**src/rtl/m4rt_pkg.sv**
```systemverilog
// Shared types and field layout for the 4x4 row transform.
// No dependencies; used by every module under rtl.
`timescale 1ns / 1ps

package m4rt_pkg;

	localparam int unsigned ElemW  = 32;
	localparam int unsigned ProdW  = 2 * ElemW;
	localparam int unsigned PairW  = ProdW + 1;
	localparam int unsigned SumW   = ProdW + 2;
	localparam int unsigned RowW   = 2;
	localparam int unsigned Dim    = 4;
	localparam int unsigned TdataW = 136;

	typedef enum logic {
		ACT_LOAD     = 1'b0,
		ACT_MULTIPLY = 1'b1
	} action_t;

	typedef logic [ElemW-1:0]           elem_t;
	typedef elem_t [Dim-1:0]            row_t;
	typedef row_t [Dim-1:0]             matrix_t;
	typedef logic [SumW-1:0]            sum_t;
	typedef sum_t [Dim-1:0]             sums_t;

	typedef struct packed {
		logic adv1;
		logic adv2;
		logic adv3;
	} pipe_ctl_t;

	localparam elem_t SatMax = {1'b0, {(ElemW-1){1'b1}}};
	localparam elem_t SatMin = {1'b1, {(ElemW-1){1'b0}}};

endpackage

```
**src/rtl/m4rt_merge.sv**
```systemverilog
// Merge stage: shift and saturate the lane totals, pack the output word.
// Depends on m4rt_pkg; holds the output register.
`timescale 1ns / 1ps

module m4rt_merge #(
	parameter int unsigned FRAC_BITS = 16
) (
	input  logic                      clk,
	input  logic                      arst_n,
	input  logic                      load,
	input  logic                      in_valid,
	input  logic [m4rt_pkg::RowW-1:0] in_row,
	input  m4rt_pkg::sums_t           sums,
	output logic                      out_valid,
	output logic [m4rt_pkg::TdataW-1:0] out_data,
	output logic                      out_sat
);

	logic [m4rt_pkg::SumW-1:0]   shifted [m4rt_pkg::Dim];
	m4rt_pkg::row_t              clip;
	logic [m4rt_pkg::Dim-1:0]    lane_sat;
	logic                        valid_q;
	logic [m4rt_pkg::TdataW-1:0] data_q;
	logic                        sat_q;

	always_comb begin
		for (int c = 0; c < m4rt_pkg::Dim; c++) begin
			shifted[c] = $signed(sums[c]) >>> FRAC_BITS;
			if (!shifted[c][m4rt_pkg::SumW-1]
				&& (|shifted[c][m4rt_pkg::SumW-2:m4rt_pkg::ElemW-1])) begin
				clip[c]     = m4rt_pkg::SatMax;
				lane_sat[c] = 1'b1;
			end else if (shifted[c][m4rt_pkg::SumW-1]
				&& !(&shifted[c][m4rt_pkg::SumW-2:m4rt_pkg::ElemW-1])) begin
				clip[c]     = m4rt_pkg::SatMin;
				lane_sat[c] = 1'b1;
			end else begin
				clip[c]     = shifted[c][m4rt_pkg::ElemW-1:0];
				lane_sat[c] = 1'b0;
			end
		end
	end

	always_ff @(posedge clk or negedge arst_n) begin
		if (!arst_n) begin
			valid_q <= 1'b0;
		end else if (load) begin
			valid_q <= in_valid;
		end
	end

	always_ff @(posedge clk) begin
		if (load) begin
			data_q <= {{(m4rt_pkg::TdataW - m4rt_pkg::RowW - m4rt_pkg::Dim * m4rt_pkg::ElemW){1'b0}},
				clip, in_row};
			sat_q  <= |lane_sat;
		end
	end

	assign out_valid = valid_q;
	assign out_data  = data_q;
	assign out_sat   = sat_q;

endmodule

```
**config.mk**
```make
export PLATFORM = sky130hd
export DESIGN_NAME = m4rt_merge
export DESIGN_NICKNAME = d
export VERILOG_FILES = /design/src/rtl/m4rt_pkg.sv /design/src/rtl/m4rt_merge.sv
export SDC_FILE = /design/constraint.sdc
export NUM_CORES = 1
export LEC_CHECK = 0
export BUFFER_PORTS_ARGS = -buffer_cell sky130_fd_sc_hd__clkbuf_2
export CORE_AREA = 2 2 161 163
export CTS_CLUSTER_DIAMETER = 40
export DETAILED_ROUTE_END_ITERATION = 10
export DIE_AREA = 0 0 163 165
export GPL_ROUTABILITY_DRIVEN = 0
export SYNTH_ARGS = -nofsm -noshare
export SYNTH_HDL_FRONTEND = slang
export SYNTH_SLANG_ARGS = --single-unit
```
**constraint.sdc**
```tcl
create_clock -name clk -period 0.84 [get_ports clk]
set_input_delay 0.042 -clock clk [delete_from_list [all_inputs] [get_ports clk]]
set_output_delay 0.042 -clock clk [all_outputs]
set_load 0.05 [all_outputs]
```
==> impl_metrics.py <==
metrics = {
    "route": {
        "vias_per_cell": 4.30,
        "vias": 5778,
        "drc": 0,
        "drt_wl_total_um": 23200,
        "dr.pass1.iters": 5,
        "ant_nets": 0,
        "drt_iter0_drc": 278,
        "routedWlPerCell_um": 17.3,
    },
    "synth": {
        "async_flop_share_pct": 0.758,
        "synthAdderAreaFrac_pct": 0,
        "yosys.area.top_type": "edfxtp_1",
        "synthTopCellsByArea": "edfxtp_1, nand2_1, buf_2",
        "synth_area_um2": 5470,
        "synth_commonest_cells": "nand2_1, edfxtp_1, buf_2, nand4_1, nor4_1",
        "synth_cell_types": 16,
        "synth-edff-count": 131,
        "synth_top_area_share_pct": 71.9,
        "synth_xor_area_share_pct": 0,
        "synth_top_family_by_area": "simple AND/OR/NAND/NOR gates",
        "syn_inst": 475,
        "ys.flop_type": "edfxtp_1",
        "synth-compound-area-share_pct": 1.55,
        "syn_area_per_cell_um2": 11.5,
        "synth_most_common_cell": "nand2_1",
        "yosys_warnings": 0,
        "synthMuxAreaShare_pct": 0.206,
        "synth-simple-area-share_pct": 22.3,
        "seq_area_frac_synth_pct": 72.3,
        "ys_ff_latch": 132,
    },
    "cts": {
        "clk_latency_ps": 410,
        "cts-root-buf": "clkbuf_16",
        "numCtsBuffers": 17,
        "cts_tree": "done",
        "clk_path_buf_depth": 2,
        "cts_sinks": 132,
        "htree_levels": 4,
        "cts.reportedPaths.clkPinSlew_ps": 60,
    },
    "floorplanning": {
        "core_area_um2": 25000,
        "num_rows": 58,
        "io_pins": 408,
        "die_h_um": 165,
        "initial_core_util_pct": 21.9,
        "fp.dieW_um": 163,
        "dieArea_um2": 26900,
    },
    "timing": {
        "finalHoldViolCount": 0,
        "period_needed_ps": 1390,
        "max_freq_mhz": 720,
        "setup_viol": 257,
        "maxSlewViolCount": 0,
        "worst_slack_ps": -550,
        "period_share_pct": 165,
        "tns_ps": -75000,
        "rsz0062_at_grt": "true",
        "clock_skew_ps": 0,
    },
    "power": {
        "p_leak_nw": 5.42,
        "power_density_nw_per_um2": 1780,
        "ir_worst_vdd_v": 0.000904,
        "total_power_mw": 21.9,
        "comb_power_share_pct": 28.6,
        "p_seq_share_pct": 37.4,
        "p_sw_mw": 6.84,
        "p_int_mw": 15.1,
        "p_sw_share_pct": 31.2,
        "power.share.clock_pct": 34.0,
    },
    "worst_hold_path": {
        "min_to": "out_data[5]$_SDFFCE_PP1P_",
        "hold_class": "in -> reg",
        "min-delay-start": "load",
        "hold_depth": 2,
    },
    "global_route": {
        "grt_max_degree": 49,
        "grt_pass1_wl_um": 33000,
        "track_usage_pct": 16.3,
        "grt_pass1_vias": 5896,
        "antenna_found_initial": 0,
        "gr-total-overflow": 0,
    },
    "layout": {
        "diodes": 0,
        "finalInstanceArea_um2": 12300,
        "utilization_pct": 49.2,
        "area_growth_pct": 125,
        "drive_above_1_share_pct": 59.0,
        "nNetsFinal": 1270,
    },
    "placement": {
        "post-dp-hpwl_um": 14100,
        "post_dp_cell_area_um2": 7800,
        "place_ws_ps": -1060,
        "port_buffers": 337,
    },
    "critical_path": {
        "reg2reg_slack_ps": 50,
        "end_kind": "flip-flop",
        "required_ps": 1000,
        "cp_data_arrival_time_ps": 1550,
        "crit_type": "in -> reg",
        "start_kind": "primary input",
        "reg2reg_to": "out_valid$_DFFE_PN0P_",
        "r2r_start": "out_valid$_DFFE_PN0P_",
        "r2r_cells": 1,
        "path_max_fanout": 2,
    },
    "flow_run": {
        "maxCapViolCount": 0,
    },
    "status": {
        "violations": "negative setup slack",
        "status": "finished with violations",
    },
}
## stage by stage
stage	hold WS (ps)	instances
after floorplan	-254	480
after global placement	-182	1148
after detailed placement	-179	1148
after CTS	70.5	1345
after global routing	95.4	1343
final	100	1343
## how the worst max path moves through the flow
stage	from	end	slack, ps	cells past startpoint
after floorplan	sums[116]	out_sat$_DFFE_PP_	-710	4
after CTS	sums[116]	out_sat$_DFFE_PP_	-530	5
after global placement	sums[116]	out_sat$_DFFE_PP_	-1040	5
after detailed placement	sums[116]	out_sat$_DFFE_PP_	-1060	5
after global routing	sums[180]	out_sat$_DFFE_PP_	-570	5
final	sums[180]	out_sat$_DFFE_PP_	-550	5
## flip-flops by register name (all words and copies together) (netlist names)
| name | count |
|---|---|
| out_data | 130 |
| out_sat | 1 |
| out_valid | 1 |
## timing repair
item,4_1_cts,5_1_grt
endpoints found under the setup margin,257,257
buffers inserted,17,9
endpoints found under the hold margin,132,0
hold buffers,133,0
cloned,15,2
pin swaps,46,34
resized for setup,379,236
## worst max-delay path, cell delays in order
cell     delay [ps]
buf_6            90
or4_4           540
o41ai_4         360
nand4_1         230
or2_1           270
## cells in the final DEF, fill, tap and decap left out, types with 17 or more instances in the layout
master         instances
nand2_4               45
clkbuf_2             190
buf_8                 51
nand2_1              109
buf_4                 25
buf_6                 25
nand2_2               98
edfxtp_1             131
clkbuf_8              88
dlygate4sd3_1        133
clkbuf_16             19
buf_12                17
nand4_1               18
## final cells by class
class | instances | area (µm²)
Multi-Input combinational cell | 310 | 2110
Clock buffer | 19 | 433
Clock inverter | 13 | 149
Sequential cell | 132 | 3960
Timing Repair Buffer | 535 | 5230
Inverter | 4 | 15.0
Tap cell | 330 | 413
Fill cell | 2132 | 12700
## power by group through the flow
stage	Sequential, mW	Combinational, mW	Clock (mW)
finish	8.19	6.26	7.45
global route	8.24	6.52	7.93
CTS	8.14	5.87	7.64
detailed placement	8.19	4.04	0
global placement	8.17	4.00	0
floorplan	10.1	0.580	0
## routing by layer
metal  global-route usage [%]  share of wire (%)  vias to the layer above
met5                        0                  0                        -
met2                     30.1                 55                      227
met3                     4.42                6.3                       36
met1                     18.0                 37                     2814
li1                         -                  -                     2701
met4                     5.79                2.2                        0
## cells by family after synthesis
| family | after synthesis |
|---|---|
| other | 1 |
| buffers and inverters | 38 |
| multiplexers | 1 |
| flip-flops | 132 |
| AO/OA/AOI/OAI | 8 |
| AND/OR/NAND/NOR | 295 |
Power figures use the tool's default switching activity.
