File: config.mk
export PLATFORM = sky130hd
export DESIGN_NAME = m4rt_store
export DESIGN_NICKNAME = d
export VERILOG_FILES = /design/src/rtl/m4rt_pkg.sv /design/src/rtl/m4rt_store.sv
export SDC_FILE = /design/constraint.sdc
export NUM_CORES = 1
export LEC_CHECK = 0
export ABC_AREA = 1
export BUFFER_PORTS_ARGS = -buffer_cell sky130_fd_sc_hd__clkbuf_2
export CORE_AREA = 5 5 245 247
export DETAILED_ROUTE_END_ITERATION = 10
export DIE_AREA = 0 0 250 252
export PLACE_DENSITY = 0.59
export SLEW_MARGIN = 20
export SYNTH_ARGS = -nofsm -noshare
export SYNTH_HDL_FRONTEND = slang
export SYNTH_SLANG_ARGS = --single-unit
File: constraint.sdc
create_clock -name clk -period 0.8 [get_ports clk]
set_input_delay 0.04 -clock clk [delete_from_list [all_inputs] [get_ports clk]]
set_output_delay 0.04 -clock clk [all_outputs]
set_load 0.01 [all_outputs]
File: src/rtl/m4rt_pkg.sv
// Shared types and field layout for the 4x4 row transform.
// No dependencies; used by every module under rtl.
`timescale 1ns / 1ps

package m4rt_pkg;

	localparam int unsigned ElemW  = 32;
	localparam int unsigned ProdW  = 2 * ElemW;
	localparam int unsigned PairW  = ProdW + 1;
	localparam int unsigned SumW   = ProdW + 2;
	localparam int unsigned RowW   = 2;
	localparam int unsigned Dim    = 4;
	localparam int unsigned TdataW = 136;

	typedef enum logic {
		ACT_LOAD     = 1'b0,
		ACT_MULTIPLY = 1'b1
	} action_t;

	typedef logic [ElemW-1:0]           elem_t;
	typedef elem_t [Dim-1:0]            row_t;
	typedef row_t [Dim-1:0]             matrix_t;
	typedef logic [SumW-1:0]            sum_t;
	typedef sum_t [Dim-1:0]             sums_t;

	typedef struct packed {
		logic adv1;
		logic adv2;
		logic adv3;
	} pipe_ctl_t;

	localparam elem_t SatMax = {1'b0, {(ElemW-1){1'b1}}};
	localparam elem_t SatMin = {1'b1, {(ElemW-1){1'b0}}};

endpackage

File: src/rtl/m4rt_store.sv
// Right-hand matrix store: 16 words, cleared at reset, written a row at a time.
// Depends on m4rt_pkg.
`timescale 1ns / 1ps

module m4rt_store (
	input  logic                    clk,
	input  logic                    arst_n,
	input  logic                    wr_en,
	input  logic [m4rt_pkg::RowW-1:0] wr_row,
	input  m4rt_pkg::row_t          wr_data,
	output m4rt_pkg::matrix_t       matrix
);

	m4rt_pkg::matrix_t mat_q;

	always_ff @(posedge clk or negedge arst_n) begin
		if (!arst_n) begin
			mat_q <= '0;
		end else if (wr_en) begin
			mat_q[wr_row] <= wr_data;
		end
	end

	assign matrix = mat_q;

endmodule

==> flow_summary.toml, run 1 <==
[power_and_ir_drop]
ir_drop_uv = 1523
sw_frac_of_total_pct = 30.29
power.leakage_uw = 0.01756
internal_power_uw = 55670
combPwrFrac_pct = 26.0
p_clk_share_pct = 32.6
p_per_area_nw_per_um2 = 2469
power_uw = 79860
p_seq_share_pct = 41.4
switchingPower_uw = 24190

[clocking]
root_buffer = "clkbuf_16"
cts-htree-levels = 2
numClockSinks = 512
clk_pin_slew_ns = 0.06
cts_buffer_depth = 3
cts_tree = "done"
worst_skew_pair.late_latency_ns = 0.58
cts_buffers = 56

[place]
gp_congestion = 0.9219
pre_cts_slack_ns = -0.2325
dp_hpwl_um = 58840
portBuffers = 644

[synth]
synth_top_flop_cell = "dfrtp_1"
syn-num-nets = 2401
async_reset_ff_share_pct = 100.0
synth_area_um2 = 20930
ys_seq_area_share_pct = 61.22
synth_top_area_share_pct = 61.22
synth.avg_cell_area_um2 = 9.227
yosys_warnings = 0
synthCells = 2268
synth_area_leaders = "dfrtp_1 61%, nand2_1 18%, nand4_1 11%"
synth_cell_type_count = 10
synth_edf_count = 0
synth_area_leader_cell = "dfrtp_1"
synth_seq_cells = 512
yosys-top-cells-count = "1025 x nand2_1, 512 x dfrtp_1, 384 x nand4_1"
synth.most_common_cell = "nand2_1"

[route]
via_per_inst = 5.225
wirelength_um = 86910
vias = 21343
drc_errors = 0
drt_iter0_drc = 1706
ant_nets = 0
routedWlPerCell_um = 21.28
first_pass_iters = 6

[status]
violations = "hold timing, setup timing"
outcome = "finished, violations left"

[sta]
setup_ws_ns = -0.4188
holdWs_ns = -0.03426
fin_worst_skew_ns = 0
hold_viol = 7
min_period_ns = 1.219
slew_headroom_pct = 71.67
post-route-period-util_pct = 152.4
finalSetupViolCount = 1023
tns_ns = -327.36
fmax_ghz = 0.8205
grt_setup_unrepaired = "yes"
tightest_slew_ns = 0.4235
finalMaxSlewViolations = 0

[global_routing]
grt_antenna_before_repair = 1
overflow = 0
grt_max_degree = 69
grt_first_pass_wirelength_um = 129600
grt_usage_pct = 25.92
grt_pass1_vias = 20852

[die]
core-area_um2 = 57370
dieHeight_um = 252
row_count = 88
die_x_um = 250
die_area_um2 = 63000
pin_count = 645
start_util_pct = 36.48

[setup_path]
critPathLaunch = "matrix[58]"
critical_path_buf_inv_count = 1
reg2reg_to = "matrix[26]"
crit-reg2reg-launch = "matrix[26]"
r2r_slack_ns = -0.09
endpoint = "matrix[58]"
cp_num_cells = 1
worst-path-max-fanout = 2
reg2reg_depth = 4
arrival_ns = 1.18
end_kind = "output port"
critical_path_required_ns = 0.76
critPathLaunchType = "flop"
critPathTopFamily = "flip-flops"
max_stage_delay_ns = 0.44
crit_chain = "buf_6"
slowest_stage = "dfrtp_1"
path_class = "flop to output port"

[layout]
syn_to_final_growth_pct = 54.58
finish.utilization_pct = 56.39
n_fill_cell = 4988
nets = 3412
drive_gt1_share_pct = 33.78
largest_reg_flops = 512

[worst_hold_path]
min_path_type = "input port to flop"

[flow_run]
drv_cap = 0
==> cells in the final DEF, fill, tap and decap left out, types with 2 or more instances in the layout <==
| cell type | n |
|---|---|
| nand2_1 | 1019 |
| dfrtp_1 | 512 |
| clkbuf_2 | 447 |
| nand4_1 | 384 |
| buf_4 | 300 |
| buf_6 | 175 |
| dlygate4sd3_1 | 138 |
| nand3_1 | 128 |
| buf_12 | 77 |
| clkbuf_16 | 57 |
| clkbuf_8 | 29 |
| clkbuf_1 | 17 |
| buf_8 | 9 |
| nand2_2 | 5 |
| clkinv_2 | 4 |
| bufinv_16 | 4 |
| buf_2 | 4 |
| nand3_4 | 3 |
| inv_4 | 2 |
| clkinvlp_4 | 2 |
==> how the worst min path moves through the flow <==
stage,startpoint,to,slack (ns),cells after the start
6_report,wr_en,matrix[87],-0.03,5
2_1_floorplan,arst_n,matrix[0],-0.26,0
4_1_cts,wr_en,matrix[87],-0.07,5
3_3_place_gp,arst_n,matrix[190],0.03,2
5_1_grt,wr_en,matrix[87],-0.01,5
3_5_place_dp,arst_n,matrix[446],0.04,2
==> tightest hold or removal path, stage by stage <==
cell	delay, ns
buf_8	0.11
nand2_4	0.07
buf_12	0.17
nand2_1	0.08
nand2_1	0.04
==> area by class of cell <==
cell class | instances | area, um2 | share of cell area [%]
Antenna cell | 1 | 2.502 | 0.007735
Multi-Input combinational cell | 1541 | 6974 | 21.56
Sequential cell | 512 | 12810 | 39.61
Inverter | 2 | 12.51 | 0.03868
Timing Repair Buffer | 1166 | 9758 | 30.16
Clock buffer | 87 | 1669 | 5.160
Tap cell | 765 | 957.2 | 2.959
Clock inverter | 11 | 163.9 | 0.5067
==> layer usage <==
layer	vias up	share of wire, %	routed length [um]	track usage [%]
li1	9645	-	-	-
met1	10427	39	33670	33.03
met2	1052	49	42210	43.22
met3	217	8.0	6923	5.587
met4	2	4.7	4091	10.85
met5	-	0.014	12	0
==> through the flow <==
stage	instance area (um2)	instances	hold WS [ns]
after floorplan	21060	2268	-0.2556
after global placement	26160	3622	0.03498
after detailed placement	26160	3622	0.03853
after CTS	30470	3981	-0.06999
after global routing	32350	4084	-0.01324
final	32350	4085	-0.03426
==> logic make-up (layout without fill, tap and decap cells) <==
logic type / count (synthesis) / count (layout) / share of synthesized area [%]
DFF: 512 / 512 / 61.22
buffers and inverters: 215 / 1266 / 5.728
and+or+nand+nor: 1541 / 1541 / 33.05
other: 0 / 1 / 0
==> timing repair <==
action,CTS,global route
hold buffers,135,6
pin swaps,0,3
buffers inserted,126,102
endpoints found under the hold margin,1024,29
gates resized for setup,37,475
setup endpoints to repair,512,1023
==> power by group through the flow <==
stage	sequential [uW]	clock, uW	combinational, uW
global route	33400	27700	22400
global placement	33000	0	15400
CTS	32600	26600	18000
finish	33000	26100	20800
floorplan	34600	0	4740
detailed placement	33100	0	15700
(Power assumes the default switching activity.)
==> run 2: changes to the inputs <==
- CTS_BUF_LIST: not set -> sky130_fd_sc_hd__clkbuf_2 sky130_fd_sc_hd__clkbuf_4 sky130_fd_sc_hd__clkbuf_8
- GPL_ROUTABILITY_DRIVEN: not set -> 0
- TNS_END_PERCENT: not set -> 5
==> flow_summary.toml, run 2 (same netlist as run 1, synthesis figures left out) <==
[route]
vias = 21382
dr_wl_met3_um = 7583
wirelength_um = 88370
wl_met1_um = 34130
routed.top_layer = "met4"
routedWlPerCell_um = 21.95
drt_iter0_drc = 1836
routed-wl-met2_um = 42000
via_per_inst = 5.310
drc_errors = 0
first_pass_iters = 8
ant_nets = 0

[setup_path]
critical_path_required_ns = 0.76
critPathTopFamily = "flip-flops"
slowest_stage = "dfrtp_1"
max_stage_delay_ns = 0.43
critPathLaunchType = "flop"
worst-path-max-fanout = 2
arrival_ns = 1.26
critical_path_buf_inv_count = 1
critPathLaunch = "matrix[288]"
crit_chain = "clkbuf_2"
path_class = "flop to output port"
end_kind = "output port"
crit-reg2reg-launch = "matrix[324]"

[status]
outcome = "finished, violations left"
violations = "hold timing, setup timing"

[layout]
syn_to_final_growth_pct = 47.72
nets = 3334
final_area_um2 = 30910
largest_reg_flops = 512
drive_gt1_share_pct = 30.21
final_common_cell = "nand2_1"
final_cells = 4027
final_cell_mix = "1024 x nand2_1, 571 x clkbuf_2, 512 x dfrtp_1, 384 x nand4_1, 185 x dlygate4sd3_1"

[clocking]
cts_buffer_depth = 3
worst_skew_pair.late_latency_ns = 0.66
cts_tree = "done"
cts_buffers = 90
clk_pin_slew_ns = 0.06
cts-htree-levels = 3
numClockSinks = 512
root_buffer = "clkbuf_8"

[sta]
tightest_slew_ns = 0.6523
hold_viol = 24
finalSetupViolCount = 574
post-route-period-util_pct = 162.5
fmax_ghz = 0.7693
min_period_ns = 1.300
finalMaxSlewViolations = 0
setup_ws_ns = -0.4999
holdWs_ns = -0.1142
fin_worst_skew_ns = 0
slew_headroom_pct = 56.37
grt_setup_unrepaired = "yes"

[die]
pin_count = 645
row_count = 88
start_util_pct = 36.48
die_x_um = 250
dieHeight_um = 252
die_area_um2 = 63000
core-area_um2 = 57370

[global_routing]
grt_first_pass_wirelength_um = 131900
grt_max_degree = 67
grt_pass1_vias = 21493
grt_usage_pct = 26.46
overflow = 0
grt_antenna_before_repair = 3

[worst_hold_path]
hp-start = "wr_row[0]"
min_path_type = "input port to flop"

[place]
dp.cells = 3630
placed_area_um2 = 26230
portBuffers = 644
dp_hpwl_um = 58950

[flow_run]
drv_cap = 0

[power_and_ir_drop]
power.leakage_uw = 0.01704
ir_drop_uv = 1340
p_per_area_nw_per_um2 = 2439
-- run 2: what timing repair did --
action	in CTS	in global routing
buffers inserted	4	0
endpoints found under the hold margin	1024	91
hold buffers	237	9
resized for setup	18	165
cloned	0	3
setup endpoints to repair	512	866
-- run 2: stage by stage --
stage | util (%) | hold slack [ns] | setup WS (ns) | setup TNS (ns) | power, uW
6_report | 53.89 | -0.1142 | -0.4999 | -232.60 | 75390
2_1_floorplan | - | -0.2556 | -0.01161 | -1.161 | 39320
4_1_cts | 53.34 | -0.2000 | -0.5657 | -316.56 | 75580
3_5_place_dp | 45.72 | 0.02698 | -0.2175 | -79.16 | 48710
5_1_grt | 53.89 | -0.1265 | -0.5414 | -262.47 | 78960
3_3_place_gp | 45.72 | 0.03207 | -0.2019 | -71.50 | 48420
-- run 2: power by group --
group | internal (uW) | switching (uW) | total, uW
registers | 30100 | 2720 | 32800
logic | 6850 | 10100 | 17000
clock network | 14500 | 11100 | 25700
total | 51400 | 24000 | 75400
-- run 2: area by class of cell --
type,count,area (um2)
clock inverters,18,191.4
diodes,2,5.005
well taps,765,957.2
fillers,5165,26450
inverters,2,12.51
repair buffers,1054,8274
flip-flops and latches,512,12810
clock buffers,133,1699
multi-input cells,1541,6962
-- run 2: tightest hold or removal path, delay by kind of cell --
family	cells	cell delay [ns]
buffers and inverters	2	0.28
and+or+nand+nor	3	0.20
-- run 2: per-layer routing --
metal | track usage [%] | vias to the layer above
met5 | 0 | -
met4 | 13.82 | 0
met3 | 6.247 | 280
met2 | 42.67 | 1203
met1 | 33.45 | 10381
li1 | - | 9518
-- run 2: worst paths after layout --
kind	cells past startpoint	slack, ns	end
hold / removal	5	-0.11	matrix[108]
min in group asynchronous	3	0.02	matrix[384]
setup reg to reg	3	0.04	matrix[324]
hold reg to reg	2	0.47	matrix[362]
max in group asynchronous	4	0.22	matrix[167]
setup / recovery	1	-0.50	matrix[288]
==> run 3: changes to the inputs <==
- clock period: 0.8 -> 1.3 ns (I/O delays scaled with it)
==> flow_summary.toml, run 3 (same netlist as run 1, synthesis figures left out) <==
[status]
outcome = "finished, violations left"
violations = "setup timing"

[layout]
syn_to_final_growth_pct = 44.99
finish.utilization_pct = 52.89
drive_gt1_share_pct = 27.05
n_fill_cell = 5207
final_cell_mix = "1024 x nand2_1, 591 x clkbuf_2, 511 x dfrtp_1, 384 x nand4_1, 309 x dlygate4sd3_1"
final_cells = 4005
final_common_cell = "nand2_1"
final_area_um2 = 30340
largest_reg_flops = 512
nets = 3309

[place]
pre_cts_slack_ns = 0.08081
dp.cells = 3526
portBuffers = 644
placed_area_um2 = 24990
dp_hpwl_um = 52410

[setup_path]
r2r_slack_ns = 0.11
reg2reg_to = "matrix[200]"
path_class = "input port to flop"
critPathLaunch = "wr_en"
reg2reg_depth = 3
arrival_ns = 1.97
critical_path_required_ns = 1.88
critPathLaunchType = "input port"
end_kind = "flop"
crit-reg2reg-launch = "matrix[200]"
worst-path-max-fanout = 59

[worst_hold_path]
hp-start = "wr_en"
min_path_type = "input port to flop"
hold_path_end = "matrix[267]"
hold_depth = 5

[die]
die_area_um2 = 63000
start_util_pct = 36.48
row_count = 88
dieHeight_um = 252
die_x_um = 250
pin_count = 645
core-area_um2 = 57370

[clocking]
numClockSinks = 512
worst_skew_pair.late_latency_ns = 0.66
cts-htree-levels = 3
root_buffer = "clkbuf_8"
cts_buffers = 90
cts_tree = "done"
clk_pin_slew_ns = 0.06
cts_buffer_depth = 3

[power_and_ir_drop]
p_per_area_nw_per_um2 = 1516
p_clk_share_pct = 34.5
combPwrFrac_pct = 21.8
switchingPower_uw = 14590
internal_power_uw = 31400
sw_frac_of_total_pct = 31.72
p_seq_share_pct = 43.7
ir_drop_uv = 784.3
power.leakage_uw = 0.01611

[global_routing]
grt_max_degree = 156
grt_antenna_before_repair = 1
grt_first_pass_wirelength_um = 131100
overflow = 0
grt_usage_pct = 26.14
grt_pass1_vias = 21549

[route]
vias = 21307
via_per_inst = 5.320
drt_iter0_drc = 1817
drc_errors = 0
first_pass_iters = 6
routedWlPerCell_um = 21.60
ant_nets = 0
wirelength_um = 86520

[sta]
finalMaxSlewViolations = 0
holdWs_ns = 0.07720
fin_worst_skew_ns = 0
slew_headroom_pct = 27.28
setup_ws_ns = -0.09330
grt_setup_unrepaired = "yes"
post-route-period-util_pct = 107.2
tightest_slew_ns = 1.091
min_period_ns = 1.393
fmax_ghz = 0.7177
hold_viol = 0
finalSetupViolCount = 43

[flow_run]
drv_cap = 0
## run 3: cell count changes in the layout (fill, tap and decap cells not counted), sizes merged
cell | previous run | this run
buf | 247 | 122
clkbuf | 713 | 729
clkinv | 12 | 10
dlygate4sd3 | 185 | 309
dlymetal6s2s | 1 | 0
dlymetal6s4s | 41 | 6
inv | 4 | 5
## run 3: power by group through the flow
stage                     registers (uW)  logic, uW  clock network, uW
after floorplan                    21300       2880                  0
after global placement             20200       9080                  0
after detailed placement           20300       9210                  0
after CTS                          20100       9960              16200
after global routing               20400      10900              17000
final                              20100      10000              15800
## run 3: metrics by stage
step	power (uW)	setup TNS, ns
2_1_floorplan	24160	0
3_3_place_gp	29280	0
3_5_place_dp	29480	0
4_1_cts	46210	-9.958
5_1_grt	48240	-9.227
6_report	46000	-1.634
## run 3: layer usage
metal / up-vias / track usage (%) / share of wire (%)
li1: 9447 / - / -
met1: 10492 / 32.86 / 38
met2: 1127 / 42.32 / 48
met3: 241 / 6.494 / 8.7
met4: 0 / 13.29 / 4.9
met5: - / 0 / 0
## run 3: timing repair
action / 4_1_cts / 5_1_grt
hold endpoints to repair: 1024 / 20
hold buffers: 309 / 11
endpoints found under the setup margin: 417 / 589
buffers inserted: 3 / 0
gates cloned: 0 / 1
resized for setup: 14 / 75
## run 3: critical path, stage by stage
cell and delay, ns:
buf_8 0.14, nand3_4 0.10, dlygate4sd3_1 0.61, buf_12 0.28
nand2_1 0.10, nand2_1 0.06, dlygate4sd3_1 0.55
## run 3: worst max-delay path by stage
stage,to,slack [ns]
CTS,matrix[475],-0.11
global route,matrix[200],-0.12
floorplan,matrix[0],0.41
finish,matrix[200],-0.09
detailed placement,matrix[41],0.08
global placement,matrix[384],0.13
## run 3: layout make-up
cell class	count	area, um2	area share, %
Sequential cell	512	12810	42.23
Timing Repair Buffer	1029	7682	25.32
Multi-Input combinational cell	1541	6962	22.94
Clock buffer	137	1723	5.678
Tap cell	765	957.2	3.155
Clock inverter	17	187.7	0.6185
Inverter	2	12.51	0.04124
Antenna cell	2	5.005	0.01649
